### src/hw/rtl/svpf_pkg.sv
// ----------------------------------------------------------------------------
// svpf_pkg
// Types and constants of the scan veiling point filter.
// ----------------------------------------------------------------------------
package svpf_pkg;

  localparam int RANGE_W     = 16;
  localparam int THR_W       = 17;
  localparam int COS_W       = 32;
  localparam int CFG_INDEX_W = 1;
  localparam int CFG_DATA_W  = 32;

  localparam logic [THR_W-1:0]        THR_RESET = 17'd54395;
  localparam logic signed [COS_W-1:0] COS_RESET = 32'sd1073731624;
  localparam logic signed [COS_W-1:0] COS_ONE   = 32'sh4000_0000;

  // long arithmetic on 32-bit limbs
  localparam int LIMB_W    = 32;
  localparam int ASRC_W    = 4 * LIMB_W;
  localparam int BSRC_W    = 2 * LIMB_W;
  localparam int ACC_W     = 6 * LIMB_W;
  localparam int LI_W      = 2;
  localparam int LJ_W      = 1;
  localparam int OFF_W     = 3;
  localparam int CABS_W    = 31;
  localparam int SUM_SHIFT = 29;
  localparam int LHS_SHIFT = 90;

  typedef enum logic [CFG_INDEX_W-1:0] {
    REG_COS_THRESHOLD = 1'b0,
    REG_COS_INCREMENT = 1'b1
  } cfg_reg_t;

  typedef struct packed {
    logic [RANGE_W-1:0] range_mm;
    logic               range_valid;
    logic               scan_end;
  } in_item_t;

  typedef struct packed {
    logic [RANGE_W-1:0] range_out_mm;
    logic               out_valid;
    logic               dropped;
    logic               last_of_scan;
  } out_item_t;

  typedef struct packed {
    logic               emit_held;
    logic [RANGE_W-1:0] held_range;
    logic               held_valid;
    logic               judge;
    logic [RANGE_W-1:0] new_range;
    logic               new_valid;
    logic               last;
  } cmd_t;

  typedef enum logic [2:0] {
    ST_IDLE,
    ST_ISSUE,
    ST_FINISH,
    ST_CALC,
    ST_COMPARE,
    ST_EMIT_HELD,
    ST_EMIT_LAST
  } back_state_t;

  typedef enum logic [2:0] {
    OP_R1SQ,
    OP_R2SQ,
    OP_PROD,
    OP_PC,
    OP_AB,
    OP_TSQ,
    OP_RHS,
    OP_DSQ
  } op_t;

endpackage

### src/hw/rtl/svpf_front.sv
// ----------------------------------------------------------------------------
// svpf_front
// Accepts samples, holds the previous one and forms pair commands.
// ----------------------------------------------------------------------------
module svpf_front #(
  parameter int RANGE_BITS = 16
) (
  input  logic               clk,
  input  logic               rst,
  input  logic               push,
  input  svpf_pkg::in_item_t item,
  output logic               full,
  input  logic               cmd_full,
  output logic               cmd_push,
  output svpf_pkg::cmd_t     cmd
);

  import svpf_pkg::*;

  localparam int RW = (RANGE_BITS < RANGE_W) ? RANGE_BITS : RANGE_W;

  logic [RW-1:0]      held_range;
  logic               held_valid;
  logic               have_held;
  logic               accept;
  logic [RANGE_W-1:0] new_range;

  assign full      = cmd_full;
  assign accept    = push && !cmd_full;
  assign new_range = RANGE_W'(item.range_mm[RW-1:0]);

  // a request makes a command only when it has something to emit
  assign cmd_push = accept && (have_held || item.scan_end);

  always_comb begin
    cmd.emit_held  = have_held;
    cmd.held_range = RANGE_W'(held_range);
    cmd.held_valid = held_valid;
    cmd.judge      = have_held && held_valid && item.range_valid;
    cmd.new_range  = new_range;
    cmd.new_valid  = item.range_valid;
    cmd.last       = item.scan_end;
  end

  always_ff @(posedge clk) begin
    if (rst) begin
      held_range <= '0;
      held_valid <= 1'b0;
      have_held  <= 1'b0;
    end else if (accept) begin
      if (item.scan_end) begin
        held_range <= '0;
        held_valid <= 1'b0;
        have_held  <= 1'b0;
      end else begin
        held_range <= item.range_mm[RW-1:0];
        held_valid <= item.range_valid;
        have_held  <= 1'b1;
      end
    end
  end

endmodule

### config.mk
export PLATFORM = sky130hd
export DESIGN_NAME = svpf_front
export DESIGN_NICKNAME = d
export VERILOG_FILES = /design/src/hw/rtl/svpf_pkg.sv /design/src/hw/rtl/svpf_front.sv
export SDC_FILE = /design/constraint.sdc
export NUM_CORES = 1
export LEC_CHECK = 0
export BUFFER_PORTS_ARGS = -buffer_cell sky130_fd_sc_hd__buf_2
export CAP_MARGIN = 30
export CORE_MARGIN = 2
export CORE_UTILIZATION = 46
export CTS_BUF_LIST = sky130_fd_sc_hd__clkbuf_2
export DETAILED_ROUTE_END_ITERATION = 12
export HOLD_SLACK_MARGIN = 0.06
export PLACE_DENSITY_LB_ADDON = 0.12
export SLEW_MARGIN = 20
export SYNTH_ARGS = -nofsm -noshare
export SYNTH_HDL_FRONTEND = slang
export SYNTH_SLANG_ARGS = --single-unit
### constraint.sdc
create_clock -name clk -period 1.41 [get_ports clk]
set_input_delay 0.282 -clock clk [delete_from_list [all_inputs] [get_ports clk]]
set_output_delay 0.282 -clock clk [all_outputs]
set_load 0.02 [all_outputs]
==> impl_metrics.toml <==
[critical_path]
end_kind = "primary output"
critical_path.max_fanout = 4
crit_type = "register to primary output"
crit_required_ps = 1130
cp.arrival_ps = 980
setup.worst_path.start_class = "register"
r2r_slack_ps = 720

[floorplanning]
ios = 61
die_w_um = 48.5
row_count = 16
coreArea_um2 = 1920
initial_core_util_pct = 47.4
die_area_um2 = 2350
die_h_um = 48.5

[drt]
viasPerCell = 4.62
drt_wl_total_um = 1940
vias = 772
wl_per_cell_um = 11.6
drt_iter0_drc = 7
drtPass1Iterations = 3
ant_nets = 0
drc_errors = 0

[clock_tree]
clk_latency_ps = 310
clockBufferDepth = 2
postCtsSetupRepairBufs = 0
root_buffer = "clkbuf_2"
htreeDepth = 1
cts_tree = "built"
post_cts_resized = 0
cts.clk_slew.worst_paths_ps = 170
cts.sinks = 18
cts_hold_buf = 0
cts_buffers = 3

[place]
port_buffers = 60
gp_congestion = 0.665
dpl.hpwl_um = 1330
placedCellCount = 164

[final_layout]
mostFrequentLayoutCell = "buf_2"
nNetsFinal = 164
area_delta_synth_final_pct = 15.1
drive_gt1_share_pct = 48.6
layout.cells.non_filler = 167
final_cell_mix = "60 x buf_2, 17 x nand2_1, 17 x nand3b_1, 17 x dfxtp_1, 16 x a21oi_1"
diodes = 0

[sta]
tns_ps = 0
skew_ps = 0
slew-limit-headroom_pct = 70.4
fin_crit_sh_pct = 89.6
hold_viol_final = 0
timing.hold.ws_ps = 219
rsz0062_at_grt = "no"
setup_viol = 0
fmax_mhz = 791
layout_min_cycle_time_ps = 1260
slew_violations = 0
tightest_slew_ps = 443

[logic_synthesis]
yosysSeqAreaShare_pct = 39.6
synthesis.instances = 104
syn_nets = 126
syn_area_um2 = 911
syn_avg_cell_area_um2 = 8.76
synth_cell_types = 15
yosys_register_bits = 18
yosys_warnings = 0

[power]
p_leak_nw = 0.504
power.density_nw_per_um2 = 912
ir_drop_uv = 513
total_power_mw = 0.956

[run]
max_cap_viol_count = 0

[global_route]
grt_antenna_before_repair = 0
overflow = 0
grt_usage_pct = 16.9
grt_max_degree = 21
grt_first_pass_wirelength_um = 3060
grt_pass1_vias = 687

[status]
status = "completed"

[hold_path]
min_path_type = "input pin to register"
==> synth_stat cells (all sizes together) <==
cell,n,share of area [%]
buf,27,24
nand3b,17,14
dfxtp,18,40
nor2,3,1.2
a21oi,17,9.8
a211oi,1,1.4
nor2b,1,1.5
and3,1,0.69
nand2b,1,0.69
nand2,17,7.0
clkbuf,1,0.41
==> state kept, by name, indices dropped and copies added (netlist names) <==
signal,flops
held_range,16
have_held,1
held_valid,1
==> logic make-up (layout without fill, tap and decap cells) <==
kind of cell,Yosys count,after routing,synth area share [%]
DFF,18,18,39.6
AOI/OAI and AO/OA,18,18,11.1
and+or+nand+nor,40,40,25.1
buffers and inverters,28,64,24.2
==> metal layers <==
metal  global-route usage, %  part of all wire, %
met1                    19.8                   43
met4                    10.0                  2.3
met5                       0                    0
met2                    28.9                   47
met3                    3.09                  7.0
==> worst max-delay path, cell delays in order, from the launching register on <==
cell and delay, ps:
dfxtp_2 380, nor2_1 50, nor2_1 80, buf_2 160
==> layout make-up <==
class                      count  area, um^2
tap                           27        33.8
timing repair buffer          61         308
clock buffer                   3        15.0
sequential                    18         362
multi-input combinational     58         330
fill                         224         873
==> where the power goes <==
group	internal (mW)	switching (mW)	leakage, nW
logic	0.0760	0.130	0.345
registers	0.526	0.00763	0.147
clock network	0.0580	0.158	0.0125
==> per-stage QoR <==
step                      instance area [um^2]  utilization [%]  worst slack (ps)
final                                     1050             54.6               146
after floorplan                            911                -               159
after detailed placement                  1030             53.7               235
after CTS                                 1050             54.5              89.8
after global placement                    1030             53.7               265
after global routing                      1050             54.6              43.4
==> path summary, 6_finish.rpt <==
check                              from                          end  cells after the start
max              have_held$_SDFFE_PP0P_                     cmd_push                      3
min                            item[15]  held_range[13]$_SDFFE_PP0P_                      3
max reg2reg      have_held$_SDFFE_PP0P_       have_held$_SDFFE_PP0P_                      2
min reg2reg  held_range[2]$_SDFFE_PP0P_   held_range[2]$_SDFFE_PP0P_                      2
No activity file was read; power rests on OpenSTA's default activity.
