**src/hw/rtl/svpf_pkg.sv**
```systemverilog
// ----------------------------------------------------------------------------
// svpf_pkg
// Types and constants of the scan veiling point filter.
// ----------------------------------------------------------------------------
package svpf_pkg;

  localparam int RANGE_W     = 16;
  localparam int THR_W       = 17;
  localparam int COS_W       = 32;
  localparam int CFG_INDEX_W = 1;
  localparam int CFG_DATA_W  = 32;

  localparam logic [THR_W-1:0]        THR_RESET = 17'd54395;
  localparam logic signed [COS_W-1:0] COS_RESET = 32'sd1073731624;
  localparam logic signed [COS_W-1:0] COS_ONE   = 32'sh4000_0000;

  // long arithmetic on 32-bit limbs
  localparam int LIMB_W    = 32;
  localparam int ASRC_W    = 4 * LIMB_W;
  localparam int BSRC_W    = 2 * LIMB_W;
  localparam int ACC_W     = 6 * LIMB_W;
  localparam int LI_W      = 2;
  localparam int LJ_W      = 1;
  localparam int OFF_W     = 3;
  localparam int CABS_W    = 31;
  localparam int SUM_SHIFT = 29;
  localparam int LHS_SHIFT = 90;

  typedef enum logic [CFG_INDEX_W-1:0] {
    REG_COS_THRESHOLD = 1'b0,
    REG_COS_INCREMENT = 1'b1
  } cfg_reg_t;

  typedef struct packed {
    logic [RANGE_W-1:0] range_mm;
    logic               range_valid;
    logic               scan_end;
  } in_item_t;

  typedef struct packed {
    logic [RANGE_W-1:0] range_out_mm;
    logic               out_valid;
    logic               dropped;
    logic               last_of_scan;
  } out_item_t;

  typedef struct packed {
    logic               emit_held;
    logic [RANGE_W-1:0] held_range;
    logic               held_valid;
    logic               judge;
    logic [RANGE_W-1:0] new_range;
    logic               new_valid;
    logic               last;
  } cmd_t;

  typedef enum logic [2:0] {
    ST_IDLE,
    ST_ISSUE,
    ST_FINISH,
    ST_CALC,
    ST_COMPARE,
    ST_EMIT_HELD,
    ST_EMIT_LAST
  } back_state_t;

  typedef enum logic [2:0] {
    OP_R1SQ,
    OP_R2SQ,
    OP_PROD,
    OP_PC,
    OP_AB,
    OP_TSQ,
    OP_RHS,
    OP_DSQ
  } op_t;

endpackage

```
**src/hw/rtl/svpf_back.sv**
```systemverilog
// ----------------------------------------------------------------------------
// svpf_back
// Judges a sample pair on a shared 32x32 multiplier and emits results.
// ----------------------------------------------------------------------------
module svpf_back (
  input  logic                              clk,
  input  logic                              rst,
  input  logic [svpf_pkg::THR_W-1:0]        thr,
  input  logic signed [svpf_pkg::COS_W-1:0] cos_inc,
  input  logic                              cmd_empty,
  input  svpf_pkg::cmd_t                    cmd_head,
  output logic                              cmd_pop,
  input  logic                              res_full,
  output logic                              res_push,
  output svpf_pkg::out_item_t               res_data
);

  import svpf_pkg::*;

  back_state_t state;
  back_state_t state_next;
  op_t         op;
  op_t         op_next;
  cmd_t        cmd;

  logic [LI_W-1:0]      li;
  logic [LJ_W-1:0]      lj;
  logic [LI_W-1:0]      a_last;
  logic [LJ_W-1:0]      b_last;
  logic                 issue_last;
  logic [ASRC_W-1:0]    a_src;
  logic [BSRC_W-1:0]    b_src;
  logic [LIMB_W-1:0]    a_limb;
  logic [LIMB_W-1:0]    b_limb;
  logic [2*LIMB_W-1:0]  prod;
  logic [OFF_W-1:0]     prod_off;
  logic                 prod_vld;
  logic [ACC_W-1:0]     acc;
  logic [ACC_W-1:0]     acc_sum;

  logic [2*RANGE_W-1:0] r1sq;
  logic [2*RANGE_W-1:0] r2sq;
  logic [2*RANGE_W-1:0] prod_r;
  logic [63:0]          pc;
  logic [63:0]          a_val;
  logic [63:0]          b_val;
  logic [127:0]         ab;
  logic [63:0]          tsq;
  logic [ACC_W-1:0]     rhs;
  logic [63:0]          dsq;
  logic [2*RANGE_W-1:0] d;
  logic                 drop;

  logic signed [COS_W-1:0] cos_neg;
  logic [CABS_W-1:0]       cabs;
  logic [2*RANGE_W:0]      s;
  logic [63:0]             s_sh;
  logic [ACC_W-1:0]        lhs;

  // saturated magnitude of the beam increment cosine
  assign cos_neg = -cos_inc;
  always_comb begin
    if (cos_inc > COS_ONE || cos_inc < -COS_ONE) begin
      cabs = CABS_W'(COS_ONE);
    end else if (cos_inc < 0) begin
      cabs = cos_neg[CABS_W-1:0];
    end else begin
      cabs = cos_inc[CABS_W-1:0];
    end
  end

  // operand selection per operation
  always_comb begin
    unique case (op)
      OP_R1SQ: begin
        a_src = ASRC_W'(cmd.held_range);
        b_src = BSRC_W'(cmd.held_range);
        a_last = '0;
        b_last = '0;
      end
      OP_R2SQ: begin
        a_src = ASRC_W'(cmd.new_range);
        b_src = BSRC_W'(cmd.new_range);
        a_last = '0;
        b_last = '0;
      end
      OP_PROD: begin
        a_src = ASRC_W'(cmd.held_range);
        b_src = BSRC_W'(cmd.new_range);
        a_last = '0;
        b_last = '0;
      end
      OP_PC: begin
        a_src = ASRC_W'(prod_r);
        b_src = BSRC_W'(cabs);
        a_last = '0;
        b_last = '0;
      end
      OP_AB: begin
        a_src = ASRC_W'(a_val);
        b_src = b_val;
        a_last = LI_W'(1);
        b_last = LJ_W'(1);
      end
      OP_TSQ: begin
        a_src = ASRC_W'(thr);
        b_src = BSRC_W'(thr);
        a_last = '0;
        b_last = '0;
      end
      OP_RHS: begin
        a_src = ab;
        b_src = tsq;
        a_last = LI_W'(3);
        b_last = LJ_W'(1);
      end
      OP_DSQ: begin
        a_src = ASRC_W'(d);
        b_src = BSRC_W'(d);
        a_last = '0;
        b_last = '0;
      end
      default: begin
        a_src = '0;
        b_src = '0;
        a_last = '0;
        b_last = '0;
      end
    endcase
  end

  always_comb begin
    unique case (op)
      OP_R1SQ: op_next = OP_R2SQ;
      OP_R2SQ: op_next = OP_PROD;
      OP_PROD: op_next = OP_PC;
      OP_PC:   op_next = OP_AB;
      OP_AB:   op_next = OP_TSQ;
      OP_TSQ:  op_next = OP_RHS;
      OP_RHS:  op_next = OP_DSQ;
      OP_DSQ:  op_next = OP_R1SQ;
      default: op_next = OP_R1SQ;
    endcase
  end

  assign a_limb     = a_src[LIMB_W*li +: LIMB_W];
  assign b_limb     = b_src[LIMB_W*lj +: LIMB_W];
  assign issue_last = (li == a_last) && (lj == b_last);
  assign acc_sum    = prod_vld ? acc + (ACC_W'(prod) << (LIMB_W * prod_off)) : acc;

  assign s    = (2*RANGE_W+1)'(r1sq) + (2*RANGE_W+1)'(r2sq);
  assign s_sh = 64'(s) << SUM_SHIFT;
  assign lhs  = ACC_W'(dsq) << LHS_SHIFT;

  always_ff @(posedge clk) begin
    if (rst) begin
      state <= ST_IDLE;
    end else begin
      state <= state_next;
    end
  end

  always_comb begin
    state_next = state;
    cmd_pop    = 1'b0;
    res_push   = 1'b0;
    res_data   = '0;
    unique case (state)
      ST_IDLE: begin
        if (!cmd_empty) begin
          cmd_pop = 1'b1;
          if (cmd_head.judge) begin
            state_next = ST_ISSUE;
          end else if (cmd_head.emit_held) begin
            state_next = ST_EMIT_HELD;
          end else begin
            state_next = ST_EMIT_LAST;
          end
        end
      end
      ST_ISSUE: begin
        if (issue_last) begin
          state_next = ST_FINISH;
        end
      end
      ST_FINISH: begin
        if (op == OP_PC) begin
          state_next = ST_CALC;
        end else if (op == OP_DSQ) begin
          state_next = ST_COMPARE;
        end else begin
          state_next = ST_ISSUE;
        end
      end
      ST_CALC: begin
        state_next = ST_ISSUE;
      end
      ST_COMPARE: begin
        state_next = ST_EMIT_HELD;
      end
      ST_EMIT_HELD: begin
        res_data.range_out_mm = cmd.held_range;
        res_data.out_valid    = cmd.held_valid && !drop;
        res_data.dropped      = drop;
        res_data.last_of_scan = 1'b0;
        if (!res_full) begin
          res_push   = 1'b1;
          state_next = cmd.last ? ST_EMIT_LAST : ST_IDLE;
        end
      end
      ST_EMIT_LAST: begin
        res_data.range_out_mm = cmd.new_range;
        res_data.out_valid    = cmd.new_valid;
        res_data.dropped      = 1'b0;
        res_data.last_of_scan = 1'b1;
        if (!res_full) begin
          res_push   = 1'b1;
          state_next = ST_IDLE;
        end
      end
      default: begin
        state_next = ST_IDLE;
      end
    endcase
  end

  // limb sequencing
  always_ff @(posedge clk) begin
    if (rst) begin
      li       <= '0;
      lj       <= '0;
      prod_vld <= 1'b0;
      op       <= OP_R1SQ;
    end else begin
      case (state)
        ST_IDLE: begin
          li       <= '0;
          lj       <= '0;
          prod_vld <= 1'b0;
          op       <= OP_R1SQ;
        end
        ST_ISSUE: begin
          prod_vld <= 1'b1;
          if (li == a_last) begin
            li <= '0;
            lj <= issue_last ? '0 : lj + 1'b1;
          end else begin
            li <= li + 1'b1;
          end
        end
        ST_FINISH: begin
          prod_vld <= 1'b0;
          li       <= '0;
          lj       <= '0;
          op       <= op_next;
        end
        default: begin
          prod_vld <= 1'b0;
        end
      endcase
    end
  end

  // datapath
  always_ff @(posedge clk) begin
    prod     <= a_limb * b_limb;
    prod_off <= OFF_W'(li) + OFF_W'(lj);
    case (state)
      ST_IDLE: begin
        acc <= '0;
        if (!cmd_empty) begin
          cmd  <= cmd_head;
          drop <= 1'b0;
        end
      end
      ST_ISSUE: begin
        acc <= acc_sum;
      end
      ST_FINISH: begin
        acc <= '0;
        case (op)
          OP_R1SQ: r1sq   <= acc_sum[2*RANGE_W-1:0];
          OP_R2SQ: r2sq   <= acc_sum[2*RANGE_W-1:0];
          OP_PROD: prod_r <= acc_sum[2*RANGE_W-1:0];
          OP_PC:   pc     <= acc_sum[63:0];
          OP_AB:   ab     <= acc_sum[127:0];
          OP_TSQ:  tsq    <= acc_sum[63:0];
          OP_RHS:  rhs    <= acc_sum;
          OP_DSQ:  dsq    <= acc_sum[63:0];
          default: ;
        endcase
      end
      ST_CALC: begin
        a_val <= s_sh - pc;
        b_val <= s_sh + pc;
        d     <= (r1sq >= r2sq) ? r1sq - r2sq : r2sq - r1sq;
      end
      ST_COMPARE: begin
        // zero norm never drops
        drop <= (a_val != '0) && (lhs > rhs);
      end
      default: ;
    endcase
  end

endmodule

```
**config.mk**
```make
export PLATFORM = sky130hd
export DESIGN_NAME = svpf_back
export DESIGN_NICKNAME = d
export VERILOG_FILES = /design/src/hw/rtl/svpf_pkg.sv /design/src/hw/rtl/svpf_back.sv
export SDC_FILE = /design/constraint.sdc
export NUM_CORES = 2
export LEC_CHECK = 0
export ABC_CLOCK_PERIOD_IN_PS = 40100
export BUFFER_PORTS_ARGS = -buffer_cell sky130_fd_sc_hd__buf_2
export CAP_MARGIN = 20
export CORE_ASPECT_RATIO = 0.5
export CORE_MARGIN = 3
export CORE_UTILIZATION = 25
export CTS_BUF_LIST = sky130_fd_sc_hd__clkbuf_8
export CTS_CLUSTER_SIZE = 28
export DETAILED_ROUTE_END_ITERATION = 16
export PLACE_DENSITY_LB_ADDON = 0.12
export SETUP_SLACK_MARGIN = 0.2
export SYNTH_ARGS = -nofsm -noshare
export SYNTH_HDL_FRONTEND = slang
export SYNTH_SLANG_ARGS = --single-unit
```
**constraint.sdc**
```tcl
create_clock -name clk -period 40.1 [get_ports clk]
set_clock_uncertainty 0.15 [all_clocks]
set_input_delay 8.02 -clock clk [delete_from_list [all_inputs] [get_ports clk]]
set_output_delay 8.02 -clock clk [all_outputs]
set_load 0.02 [all_outputs]
```
==> impl_table.tex <==
\begin{tabular}{lr}
\hline
Metric & Value \\
\hline
\multicolumn{2}{l}{\textbf{Synthesis}} \\
Number of synthesis warnings & 0 \\
Combinational family with the most area after synthesis & adder cells \\
Most used standard cells in the synthesized netlist & inv\_1, nor2\_1, edfxtp\_1, nand2\_1, fa\_1 \\
Share of the synthesized area in the top cell type & 0.298 \\
Most used standard cell by instance count after synthesis & inv\_1 \\
Seq/Total Area, Yosys & 0.314 \\
Synthesized instance count & 10600 \\
Compound-Gate Fraction of Synth Area & 0.137 \\
Share of synthesized cell area in and, or, nand and nor gates & 0.147 \\
Count of cell types in the netlist & between 90 and 100 \\
Number of synthesized register bits & 1075 \\
Synth Net Count & roughly 12000 \\
Share of synthesized area spent on multiplexers & 0.0336 \\
Proportion of synthesized flip-flops having asynchronous set or reset & 0 \\
Cell taking the most area after synthesis & edfxtp\_1 \\
Parity-gate share of the synthesized area counting xor and xnor cells & 0.0346 \\
Primary flip-flop cell chosen by synthesis mapping & edfxtp\_1 \\
Cell area after synthesis & 100000 um2 \\
Largest cells by area after synthesis & edfxtp\_1, fa\_1, ha\_1, inv\_1, nor2\_1 \\
Count of flip-flops with a built-in enable after synthesis & 995 \\
Mean instance size in the synthesized netlist & 9.47 um2 \\
Adder-cell area share of the yosys netlist & 0.265 \\
\multicolumn{2}{l}{\textbf{Cells and area}} \\
Area Growth Syn to Fin & 11.4\% \\
Total Nets Final & 12300 \\
Fill cell instance count of the final layout & 42100 \\
Ratio of cells with drive above 1 in the final layout & 0.0920 \\
\multicolumn{2}{l}{\textbf{STA}} \\
Relative slew margins & 0.134 \\
RSZ-0062 raised after global routing & no \\
Slew of the pin with the lowest slew margin & 1.30 ns \\
Number of slew-limit violations in the final report & 0 \\
Number of setup violations in the final report & 0 \\
Setup tns final & 0 ns \\
Max Clock Freq & 52.1 MHz \\
Tcrit/Tclk final & 0.479 \\
Final hold violation count & 0 \\
Minimum clock period after layout & 19.20 ns \\
\multicolumn{2}{l}{\textbf{Job}} \\
Max Cap Violations & 0 \\
\multicolumn{2}{l}{\textbf{Critical path}} \\
Setup slack on the worst flop-to-flop path & roughly 27 ns \\
Critical path launch point type & input pin \\
Slowest library cell on the worst path & o41a\_2 \\
Most used cell, CP & fa\_1 \\
Data arrival, critical path & 19.88 ns \\
WP buf/inv & 5 \\
Critical Path End Type & register \\
Type of the setup path with the least slack & in2reg \\
Largest fanout on the critical path & 19 \\
Kind of cell with the highest combined delay on the critical path & adder cells \\
Maximum cell stage delay along the critical path & 0.70 ns \\
Data required time at the worst endpoint & 40.78 ns \\
\multicolumn{2}{l}{\textbf{Min path}} \\
Classification of the worst-slack hold path & reg2reg \\
\multicolumn{2}{l}{\textbf{GRT}} \\
Initial antenna violation count & roughly 110 \\
Global-route wire length before repair & 680 mm \\
Via count of the first global-routing pass & 81800 \\
Total track usage & 0.236 \\
Largest net degree at the start of global routing & between 150 and 200 \\
Remaining global-route overflow & 0 \\
\multicolumn{2}{l}{\textbf{Die}} \\
Horizontal die dimension & 902 um \\
Die footprint & 410000 um2 \\
Chip height & 454 um \\
Initial Utilization & 0.253 \\
Row cnt & roughly 160 \\
Top Ports & between 100 and 150 \\
Core region area & slightly below 400000 um2 \\
\multicolumn{2}{l}{\textbf{Detailed routing}} \\
Wire length per cell after detailed routing & 30.8 um \\
DRC errors left & 0 \\
Via density & approximately 5.2 \\
Post-Route WL & 495 mm \\
Number of nets with antenna violations after detailed routing & 0 \\
Initial DRC Count & about 10000 \\
Detailed-route via count & $\sim$83000 \\
First-pass DRT Iterations & 6 \\
\multicolumn{2}{l}{\textbf{Place}} \\
Placer's final routability congestion estimate & 0.941 \\
Post-DP HPWL & 386 mm \\
Port bufs & 110 \\
\multicolumn{2}{l}{\textbf{Clock network}} \\
Cts bufs inserted & around 200 \\
Clock net sink count & about 1100 \\
PostCTS Resize Cnt & 0 \\
Clock slew seen by the registers of the worst setup and hold paths & 0.07 ns \\
\# H-tree levels & 4 \\
Number of buffers between clock root and the deepest sink & 4 \\
Clk root buf & clkbuf\_8 \\
Count of hold-fix buffers inserted at cts & 0 \\
Post-CTS repair timing setup buffer count & 0 \\
Worst-skew pair later-pin latency & $\sim$1.1 ns \\
CTS tree & done \\
\multicolumn{2}{l}{\textbf{Run status}} \\
Result of the run & finished clean \\
\hline
\end{tabular}
registers in the layout (all words and copies together) (netlist names), 35 cells and up:
register,count
b_val,63
prod,64
cmd,35
rhs,192
dsq,64
ab,128
acc,192
tsq,64
pc,64
a_val,64
final cells by class:
type | instances | area (um2) | area share
multi-input cells | 7658 | 62500 | 0.559
flip-flops and latches | 1075 | 31500 | 0.282
well taps | 5280 | 6610 | 0.0591
inverters | 1299 | 4880 | 0.0437
clock buffers | 208 | 2860 | 0.0256
repair buffers | 359 | 2510 | 0.0224
clock inverters | 145 | 878 | 0.00786
diodes | 33 | 82.6 | 0.000739
per-layer routing:
metal,global-route usage,part of all wire,vias up
li1,-,-,36200
met1,0.359,0.48,43300
met2,0.346,0.42,3322
met3,0.0428,0.077,469
met4,0.0510,0.023,16
met5,0,0.00020,-
cell families after synthesis:
group                      after synthesis
xor gates and xnor gates               396
DFF                                   1075
and+or+nand+nor                       3215
adders and majority gates             1586
buffers and inverters                 1860
muxes                                  315
AOI/OAI and AO/OA                     2146
metrics by stage:
| stage | hold slack [ns] | util | cells | area [um2] | setup WS [ns] |
|---|---|---|---|---|---|
| floorplan | 0.303 | - | 10600 | 100000 | 21.07 |
| global placement | 0.326 | 0.272 | 15700 | 108000 | 20.10 |
| detailed placement | 0.329 | 0.272 | 15700 | 108000 | 20.10 |
| CTS | 0.280 | 0.281 | 16000 | 112000 | 21.08 |
| global route | 0.324 | 0.281 | 16000 | 112000 | 20.42 |
| finish | 0.305 | 0.282 | 16100 | 112000 | 20.90 |
tightest hold or removal path, cell delays in order, from the launching register on:
cell,delay [ns]
dfxtp_1,0.29
nand3_1,0.09
a21oi_1,0.07
final timing paths:
kind,from,end,depth (start not counted)
setup reg to reg,op[1],prod[61],35
setup / recovery,cos_inc[0],prod[62],34
hold reg to reg,op_next[1],op[1],2
hold / removal,op_next[1],op[1],2
cells in the final DEF (no fill, tap or decap), types with 53 or more instances in the layout:
cell type  instances
a21oi_1          705
a21o_1           167
nand2_1          973
nand2b_1         107
o21bai_1         126
ha_1             685
fa_1             901
and2_1           234
a31oi_1           65
nor2b_1           69
nor3_1           111
buf_2            111
mux2_2           171
xnor2_1          281
mux2i_1          123
clkbuf_8         209
edfxtp_1         995
a22o_1            53
buf_4            241
inv_1           1331
nor2_1          1108
nor4_1            81
xor2_1           115
dfxtp_1           74
o21ai_0          398
nand3_1          134
a22oi_1           80
nand4_1          156
o21a_1            74
Power is left out: the tool's default activity adds up to more than one toggle a clock period on the data nets, which glitch-free logic cannot reach.
