### src/hw/rtl/svpf_fifo.sv
// ----------------------------------------------------------------------------
// svpf_fifo
// Small first-in first-out queue with show-ahead read.
// ----------------------------------------------------------------------------
module svpf_fifo #(
  parameter int WIDTH = 8,
  parameter int DEPTH = 2
) (
  input  logic             clk,
  input  logic             rst,
  input  logic             wr_en,
  input  logic [WIDTH-1:0] wr_data,
  output logic             full,
  input  logic             rd_en,
  output logic [WIDTH-1:0] rd_data,
  output logic             empty
);

  localparam int PTR_W = (DEPTH > 1) ? $clog2(DEPTH) : 1;
  localparam int CNT_W = $clog2(DEPTH + 1);

  logic [WIDTH-1:0] slots [DEPTH];
  logic [PTR_W-1:0] wr_ptr;
  logic [PTR_W-1:0] rd_ptr;
  logic [CNT_W-1:0] count;
  logic             do_wr;
  logic             do_rd;

  assign full    = (count == CNT_W'(DEPTH));
  assign empty   = (count == '0);
  assign do_wr   = wr_en && !full;
  assign do_rd   = rd_en && !empty;
  assign rd_data = slots[rd_ptr];

  always_ff @(posedge clk) begin
    if (do_wr) begin
      slots[wr_ptr] <= wr_data;
    end
  end

  always_ff @(posedge clk) begin
    if (rst) begin
      wr_ptr <= '0;
      rd_ptr <= '0;
      count  <= '0;
    end else begin
      if (do_wr) begin
        wr_ptr <= (wr_ptr == PTR_W'(DEPTH - 1)) ? '0 : wr_ptr + 1'b1;
      end
      if (do_rd) begin
        rd_ptr <= (rd_ptr == PTR_W'(DEPTH - 1)) ? '0 : rd_ptr + 1'b1;
      end
      if (do_wr && !do_rd) begin
        count <= count + 1'b1;
      end else if (do_rd && !do_wr) begin
        count <= count - 1'b1;
      end
    end
  end

endmodule

### config.mk
export PLATFORM = sky130hd
export DESIGN_NAME = svpf_fifo
export DESIGN_NICKNAME = d
export VERILOG_FILES = /design/src/hw/rtl/svpf_fifo.sv
export SDC_FILE = /design/constraint.sdc
export NUM_CORES = 1
export LEC_CHECK = 0
export ABC_AREA = 1
export BUFFER_PORTS_ARGS = -buffer_cell sky130_fd_sc_hd__buf_4
export CORE_MARGIN = 4
export CORE_UTILIZATION = 47
export CTS_BUF_LIST = sky130_fd_sc_hd__clkbuf_2 sky130_fd_sc_hd__clkbuf_4 sky130_fd_sc_hd__clkbuf_8
export CTS_CLUSTER_DIAMETER = 30
export CTS_CLUSTER_SIZE = 40
export DETAILED_ROUTE_END_ITERATION = 7
export GPL_ROUTABILITY_DRIVEN = 0
export PLACE_DENSITY = 0.72
export SYNTH_ARGS = -nofsm -noshare
export SYNTH_HDL_FRONTEND = slang
export SYNTH_SLANG_ARGS = --single-unit
### constraint.sdc
create_clock -name clk -period 1.4 [get_ports clk]
set_input_delay 0.28 -clock clk [delete_from_list [all_inputs] [get_ports clk]]
set_output_delay 0.28 -clock clk [all_outputs]
set_load 0.005 [all_outputs]
==> results of run 1 <==
==> worst max-delay path, delay by kind of cell (launching register included) <==
kind	cells	cell delay, ns
DFF	1	0.45
muxes	1	0.32
buffers and inverters	1	0.12
==> stage by stage <==
step	setup TNS [ns]	power, mW	hold slack, ns	cells	worst slack, ns
5_1_grt	-0.9349	2.128	0.1346	108	-0.1191
4_1_cts	-0.6696	1.905	0.1474	106	-0.08592
2_1_floorplan	0	1.204	0.3789	62	0.07879
6_report	-0.5355	1.994	0.1555	108	-0.06958
3_5_place_dp	0	1.496	0.4674	102	0.07050
3_3_place_gp	0	1.470	0.4670	102	0.09373
==> metal layers <==
metal	part of all wire, %	vias up
met1	37	265
met3	4.2	4
met4	1.7	0
li1	-	272
met2	57	12
met5	0	-
==> state kept, by name (all words and copies together), names as in the netlist, named ones only <==
name	count
wr_ptr	1
slots	16
rd_ptr	1
count	2
==> worst paths after layout <==
check                                start     endpoint
worst max register to register    count[1]     count[0]
worst max-delay path                  flop   rd_data[5]
worst min-delay path            wr_data[4]  slots[0][4]
worst min register to register      wr_ptr       wr_ptr
==> cell usage in the layout, fill, tap and decap left out, types with 2 or more instances in the layout <==
cell type,netlist,layout
nand2_1,4,4
clkbuf_4,0,4
buf_4,0,19
inv_1,7,5
o21ai_0,2,2
dfxtp_1,5,2
inv_2,2,4
nor2_1,9,9
mux2_4,0,8
edfxtp_1,16,16
buf_6,0,8
o21ai_4,0,2
dfxtp_2,0,2
==> power by group through the flow <==
stage,Sequential [mW],Clock [mW],Combinational [mW]
floorplan,0.861,0,0.343
global placement,0.871,0,0.599
detailed placement,0.876,0,0.620
CTS,0.879,0.315,0.712
global route,0.909,0.341,0.877
finish,0.893,0.305,0.796
==> kinds of logic after synthesis <==
group	Yosys count	share of synthesized area, %
adders and majority gates	1	1.510
and+or+nand+nor	16	8.307
muxes	8	10.88
buffers and inverters	10	4.683
AOI/OAI and AO/OA	6	4.531
DFF	21	70.09
==> what timing repair did <==
| item | in CTS | in global routing |
|---|---|---|
| endpoints found under the setup margin | 8 | 10 |
| pin swaps | 0 | 2 |
| gates resized for setup | 18 | 7 |
| gates cloned | 0 | 0 |
| setup buffers | 0 | 2 |
==> layout make-up <==
cell class	instances	area (um2)	area share [%]
inverters	9	33.78	2.888
clock buffers	4	30.03	2.567
repair buffers	27	232.7	19.89
flip-flops and latches	21	586.8	50.16
multi-input cells	31	266.5	22.78
well taps	16	20.02	1.711
==> metrics, run 1 <==
Sw Ratio=29.40%; Clock power frac=15.3%; internal power=1.408 mW; number of diodes=0; clock buffer depth=2; Gate power share=39.9%; CP Class=flop to output port; Via Count=553; register area share after synthesis=70.09%; CP Cell Sequence=mux2_4 -> buf_6; Crit path largest cell delay=0.45 ns; PwrDens=1704 mW/mm2; Synth Flop Type=edfxtp_1; Synth Instances=62; # setup viols final=8; met1 Usage GRT=11.52%; CP max stage cell=dfxtp_4; max-slew violations=0; vias in the first global route=585; Hold Buf Count CTS=0; max frequency=680.5 MHz; worst hold path depth=1; Net Sw Power=0.5862 mW; FF-to-FF setup slack=0.14 ns; Yosys reg bits=21; post-DP HPWL=1044 um; fraction of final layout cells sized beyond drive strength 1=54.35%; Die H=49.98 um; clock root cell=clkbuf_4; met2 Usage GRT=24.57%; Lkg Pwr=0.4983 nW; routed wire length=1495 um; met3 GRT Util=3.012%; ANT nets after route=0; Post-synth ARST share=0%; Worst-path clk slew=0.11 ns; relative slew slack=87.92%; initial antenna violation count=0; nets=106; RSZ-0062 raised after global routing=yes; failing checks=setup timing; Critical Path RT=1.12 ns; minimum clock period after layout=1.470 ns; num rows=14; Final Core Density=74.21%; GRT Total Usage=12.60%; core box area=0.001577 mm2; Post-synth EDFFs=16; largest net degree at the start of global routing=12; Finished Cell Area=0.001170 mm2; worst hold path class=input port to flop; drt wl/cell=13.84 um; Initial DRC Count=3; Post-DP Area=0.001031 mm2; Post-synth top cells=edfxtp_1 (16), nor2_1 (9), mux2_2 (8); CTS H-tree depth=1; Hold Fails Final Rpt=0; die width=49.98 um; arrival time worst endpoint=1.19 ns; Yosys warnings=0; Synth cell types=16; syn_area_per_cell=13.36 um2; Setup crit end kind=output port; post-synth top area cell=edfxtp_1; ranking of synthesized cells by area=edfxtp_1 (58%), dfxtp_1 (12%), mux2_2 (11%); mapped cell area=828.3 um2; I/O Buffers=21; CTS sink count=21; global-route wire length before repair=2318 um; Worst-Skew Late Latency=0.30 ns; maximum fanout along the worst path=8; worst-case clock skew=0.003612 ns; reg2reg path depth=7; Initial Util=52.54%; post-synthesis net count=75; DR vias/cell=5.120; P&R area growth vs syn=41.24%; top cell type's share of synthesized area=58.01%; register share of total power=44.8%; VDD IR max=1211 uV; count of TritonRoute iterations in the first routing pass=3; final worst-path cycle share=105.0%; Setup crit start kind=flop; Tightest Pin Transition=0.1800 ns; CTS tree=done; most numerous cell in the Yosys netlist=edfxtp_1; total global routing overflow=0; Final WS setup=-0.06958 ns; total of max-cap violations=0; outcome=finished, violations left; DRC violations left=0; I/O pins=22; die footprint=0.002498 mm2; gr busiest metal=met2; Fillers=112; CTS Buf Count=3
Note: power is estimated with default switching activity, not from simulation.
==> inputs of run 2 (changes only) <==
--- a/config.mk
+++ b/config.mk
@@ -14,6 +14,7 @@
 export CTS_CLUSTER_SIZE = 40
 export DETAILED_ROUTE_END_ITERATION = 7
 export GPL_ROUTABILITY_DRIVEN = 0
+export MAX_ROUTING_LAYER = met4
 export PLACE_DENSITY = 0.72
 export SYNTH_ARGS = -nofsm -noshare
 export SYNTH_HDL_FRONTEND = slang
==> metrics, run 2 (same netlist as run 1, synthesis figures left out) <==
die footprint=0.002498 mm2 (unchanged); VDD IR max=1212 uV (was 1211 uV); I/O Buffers=21 (unchanged); highest-count cells in the layout ignoring fill and taps=buf_4 (19), edfxtp_1 (16), nor2_1 (9) (unchanged); Fillers=112 (unchanged); Final WS setup=-0.06885 ns (was -0.06958 ns); DR vias/cell=5.120 (unchanged); RSZ-0062 raised after global routing=yes (unchanged); Setup TNS=-0.5297 ns (was -0.5355 ns); Lkg Pwr=0.4983 nW (unchanged); outcome=finished, violations left (unchanged); max frequency=680.8 MHz (was 680.5 MHz); Detail Route met2 WL=855 um (was 858 um); metal1 wirelength=543 um (was 546 um); Regs by FF count=slots (16), count (2) (unchanged); number of diodes=0 (unchanged); global-route wire length before repair=2318 um (unchanged); final non-filler cell total=108 (unchanged); Critical Path RT=1.12 ns (about the same); Die H=49.98 um (unchanged); ANT nets after route=0 (unchanged); Finished Cell Area=0.001170 mm2 (unchanged); CP Class=flop to output port (unchanged); routed wire length=1496 um (was 1495 um); Via Count=553 (unchanged); CTS H-tree depth=1 (unchanged); FF-to-FF setup slack=0.14 ns (about the same); Initial DRC Count=3 (unchanged); final worst-path cycle share=104.9% (was 105.0%); max-slew violations=0 (unchanged); max reg flops=16 (unchanged); GRT Total Usage=12.94% (was 12.60%); failing checks=setup timing (unchanged); num rows=14 (unchanged); initial antenna violation count=0 (unchanged); die width=49.98 um (unchanged); Hold Fails Final Rpt=0 (unchanged); Top Metal Used=met4 (unchanged); fraction of final layout cells sized beyond drive strength 1=54.35% (unchanged); total global routing overflow=0 (unchanged); relative slew slack=87.88% (was 87.92%); total power=1.995 mW (was 1.994 mW); worst-case clock skew=0.003744 ns (was 0.003612 ns); CTS sink count=21 (unchanged); maximum fanout along the worst path=8 (unchanged); Initial Util=52.54% (unchanged); PwrDens=1705 mW/mm2 (was 1704 mW/mm2); minimum clock period after layout=1.469 ns (was 1.470 ns); nets=106 (unchanged); Worst-path clk slew=0.11 ns (about the same); worst hold path class=input port to flop (unchanged); DP Cell Count=102 (unchanged); count of TritonRoute iterations in the first routing pass=4 (was 3); Largest Register=slots (unchanged); Final Core Density=74.21% (unchanged); vias in the first global route=585 (unchanged); clock buffer depth=2 (unchanged); core box area=0.001577 mm2 (unchanged); total of max-cap violations=0 (unchanged); Post-DP Area=0.001031 mm2 (unchanged); Setup crit end kind=output port (unchanged); DRC violations left=0 (unchanged); commonest non-fill, non-tap cell in the layout=buf_4 (unchanged); I/O pins=22 (unchanged); worst slack, placed=0.07050 ns (unchanged); Tightest Pin Transition=0.1806 ns (was 0.1800 ns); clock root cell=clkbuf_4 (unchanged); CTS Buf Count=3 (unchanged); drt wl/cell=13.85 um (was 13.84 um); arrival time worst endpoint=1.19 ns (about the same); Met3 Wirelength=72 um (was 63 um); largest net degree at the start of global routing=12 (unchanged); post-DP HPWL=1044 um (unchanged); Setup crit start kind=flop (unchanged); P&R area growth vs syn=41.24% (unchanged); Hold WS=0.1559 ns (was 0.1555 ns); Worst-Skew Late Latency=0.30 ns (about the same); CTS tree=done (unchanged); # setup viols final=8 (unchanged)
[run 2: cell counts in the layout (fill, tap and decap cells not counted)]
No cell type changed its count.
[run 2: critical path: stages (launching register included)]
cell,delay [ns]
dfxtp_4,0.45
mux2_4,0.32
buf_6,0.12
[run 2: timing repair]
action / in CTS / in global routing
resized for setup: 18 / 7
hold buffers: 0 / 0
endpoints found under the setup margin: 8 / 10
buffers inserted: 0 / 2
pin swaps: 0 / 2
[run 2: worst paths after layout]
kind,depth (start not counted),endpoint,start
worst max-delay path,2,rd_data[5],flop
worst min-delay path,1,slots[0][4],wr_data[4]
worst max register to register,7,count[0],count[1]
worst min register to register,2,wr_ptr,wr_ptr
[run 2: final cells by class]
class / instances / area, um2 / area share, %
flip-flops and latches: 21 / 586.8 / 50.16
well taps: 16 / 20.02 / 1.711
multi-input cells: 31 / 266.5 / 22.78
clock buffers: 4 / 30.03 / 2.567
repair buffers: 27 / 232.7 / 19.89
inverters: 9 / 33.78 / 2.888
[run 2: layer usage]
metal | vias up | track usage [%]
met5 | - | -
met4 | 0 | 6.912
met3 | 4 | 3.012
met2 | 15 | 24.57
met1 | 262 | 11.52
li1 | 272 | -
[run 2: report_power, final]
group | internal [mW] | switching [mW]
clock | 0.130 | 0.173
sequential | 0.806 | 0.0873
combinational | 0.471 | 0.326
==> inputs of run 3 (changes only) <==
--- a/config.mk
+++ b/config.mk
@@ -7,6 +7,7 @@
 export LEC_CHECK = 0
 export ABC_AREA = 1
 export BUFFER_PORTS_ARGS = -buffer_cell sky130_fd_sc_hd__buf_4
+export CORE_ASPECT_RATIO = 0.9
 export CORE_MARGIN = 4
 export CORE_UTILIZATION = 47
 export CTS_BUF_LIST = sky130_fd_sc_hd__clkbuf_2 sky130_fd_sc_hd__clkbuf_4 sky130_fd_sc_hd__clkbuf_8
==> metrics, run 3 (same netlist as run 1, synthesis figures left out) <==
global-route wire length before repair=2056 um (was 2318 um); final worst-path cycle share=105.8% (was 104.9%); failing checks=setup timing (unchanged); core box area=0.001664 mm2 (was 0.001577 mm2); DRC violations left=0 (unchanged); internal power=1.364 mW (was 1.408 mW); Clock power frac=14.6% (was 15.2%); fraction of final layout cells sized beyond drive strength 1=54.44% (was 54.35%); P&R area growth vs syn=40.94% (was 41.24%); Gate power share=39.3% (was 40.0%); relative slew slack=87.89% (was 87.88%); FF-to-FF setup slack=0.11 ns (was 0.14 ns); Hold Fails Final Rpt=0 (unchanged); Setup TNS=-0.6233 ns (was -0.5297 ns); total of max-cap violations=0 (unchanged); max frequency=675.2 MHz (was 680.8 MHz); Net Sw Power=0.5875 mW (was 0.5871 mW); Post-DP Area=0.001041 mm2 (was 0.001031 mm2); max reg flops=16 (unchanged); GRT Total Usage=12.25% (was 12.94%); ANT nets after route=0 (unchanged); CTS Buf Count=3 (unchanged); Worst-Skew Late Latency=0.30 ns (about the same); clock root cell=clkbuf_4 (unchanged); CP Class=flop to output port (unchanged); Hold EP=slots[0][5] (was slots[0][4]); max-slew violations=0 (unchanged); worst r2r src=count[1] (unchanged); outcome=finished, violations left (unchanged); number of diodes=0 (unchanged); reg2reg path depth=8 (was 7); Hold Crit Start=wr_data[5] (was wr_data[4]); die footprint=0.002499 mm2 (was 0.002498 mm2); Setup crit start kind=flop (unchanged); Largest Register=slots (unchanged); die width=52.25 um (was 49.98 um); initial antenna violation count=0 (unchanged); Final WS setup=-0.08095 ns (was -0.06885 ns); CTS tree=done (unchanged); Regs by FF count=slots (16), count (2) (unchanged); RSZ-0062 raised after global routing=yes (unchanged); # setup viols final=8 (unchanged); commonest non-fill, non-tap cell in the layout=buf_4 (unchanged); I/O pins=22 (unchanged); maximum fanout along the worst path=8 (unchanged); Sw Ratio=30.11% (was 29.43%); worst hold path class=input port to flop (unchanged); Initial DRC Count=11 (was 3); Setup crit end kind=output port (unchanged); register share of total power=46.1% (was 44.8%); worst-case clock skew=0.008086 ns (was 0.003744 ns); Tightest Pin Transition=0.1810 ns (was 0.1806 ns); Finished Cell Area=0.001167 mm2 (was 0.001170 mm2); Fillers=115 (was 112); Die H=47.83 um (was 49.98 um); routed wire length=1390 um (was 1496 um); Initial Util=49.77% (was 52.54%); minimum clock period after layout=1.481 ns (was 1.469 ns); clock buffer depth=2 (unchanged); PwrDens=1671 mW/mm2 (was 1705 mW/mm2); Critical R2R Capture=count[1] (was count[0]); Via Count=543 (was 553); largest net degree at the start of global routing=13 (was 12); total global routing overflow=0 (unchanged); worst slack, placed=0.05403 ns (was 0.07050 ns); post-DP HPWL=975.1 um (was 1044 um); count of TritonRoute iterations in the first routing pass=4 (unchanged); Critical Path RT=1.12 ns (about the same); drt wl/cell=12.19 um (was 13.85 um); DR vias/cell=4.763 (was 5.120); num rows=14 (unchanged); nets=104 (was 106); worst hold path depth=1 (unchanged); Setup Fix Bufs, Post-CTS=0 (unchanged); Worst-path clk slew=0.12 ns (was 0.11 ns); arrival time worst endpoint=1.20 ns (was 1.19 ns); VDD IR max=1383 uV (was 1212 uV); highest-count cells in the layout ignoring fill and taps=buf_4 (17), edfxtp_1 (16), mux2_4 (8), nor2_1 (8), buf_6 (8) (was buf_4 (19), edfxtp_1 (16), nor2_1 (9)); CTS H-tree depth=1 (unchanged); I/O Buffers=21 (unchanged); vias in the first global route=521 (was 585); CTS sink count=21 (unchanged); Lkg Pwr=0.4887 nW (was 0.4983 nW)
[run 3: how the worst max path moves through the flow]
stage / end / slack (ns) / from
after detailed placement: count[1] / 0.05 / count[1]
after global placement: rd_data[2] / 0.08 / flop
after CTS: rd_data[5] / -0.09 / flop
after floorplan: slots[1][0] / 0.08 / count[0]
final: rd_data[5] / -0.08 / flop
after global routing: rd_data[2] / -0.13 / flop
[run 3: metal layers]
layer / routed length (um) / vias to the layer above / track usage (%)
met1: 582 / 261 / 13.49
met4: 14 / 0 / 6.122
met2: 735 / 13 / 21.30
met3: 58 / 2 / 2.804
li1: - / 267 / -
met5: 0 / - / -
[run 3: per-stage QoR]
step	utilization (%)	instances	power (mW)	hold WS [ns]
finish	70.15	114	1.951	0.1533
global route	70.15	114	2.083	0.1297
global placement	62.56	110	1.469	0.4663
CTS	68.05	114	1.888	0.1508
floorplan	-	62	1.204	0.3789
detailed placement	62.56	110	1.492	0.4676
[run 3: timing repair]
item / in CTS / in global routing
hold buffers: 0 / 0
pin swaps: 0 / 2
resized for setup: 18 / 9
endpoints found under the setup margin: 8 / 10
[run 3: power by group through the flow]
stage | clock (mW) | combinational, mW | sequential (mW)
after detailed placement | 0 | 0.614 | 0.878
after global placement | 0 | 0.596 | 0.873
after global routing | 0.323 | 0.846 | 0.915
after CTS | 0.292 | 0.714 | 0.881
final | 0.284 | 0.768 | 0.899
after floorplan | 0 | 0.343 | 0.861
[run 3: area by class of cell]
type	count	area, um2	area share, %
clock buffers	3	22.52	1.929
clock inverters	1	5.005	0.4287
repair buffers	25	217.7	18.65
flip-flops and latches	21	589.3	50.48
multi-input cells	31	269.0	23.04
well taps	24	30.03	2.572
inverters	9	33.78	2.894
[run 3: worst max-delay path, cell delays in order (launching register included)]
cell and delay [ns]:
dfxtp_4 0.46, mux2_4 0.32, buf_6 0.11
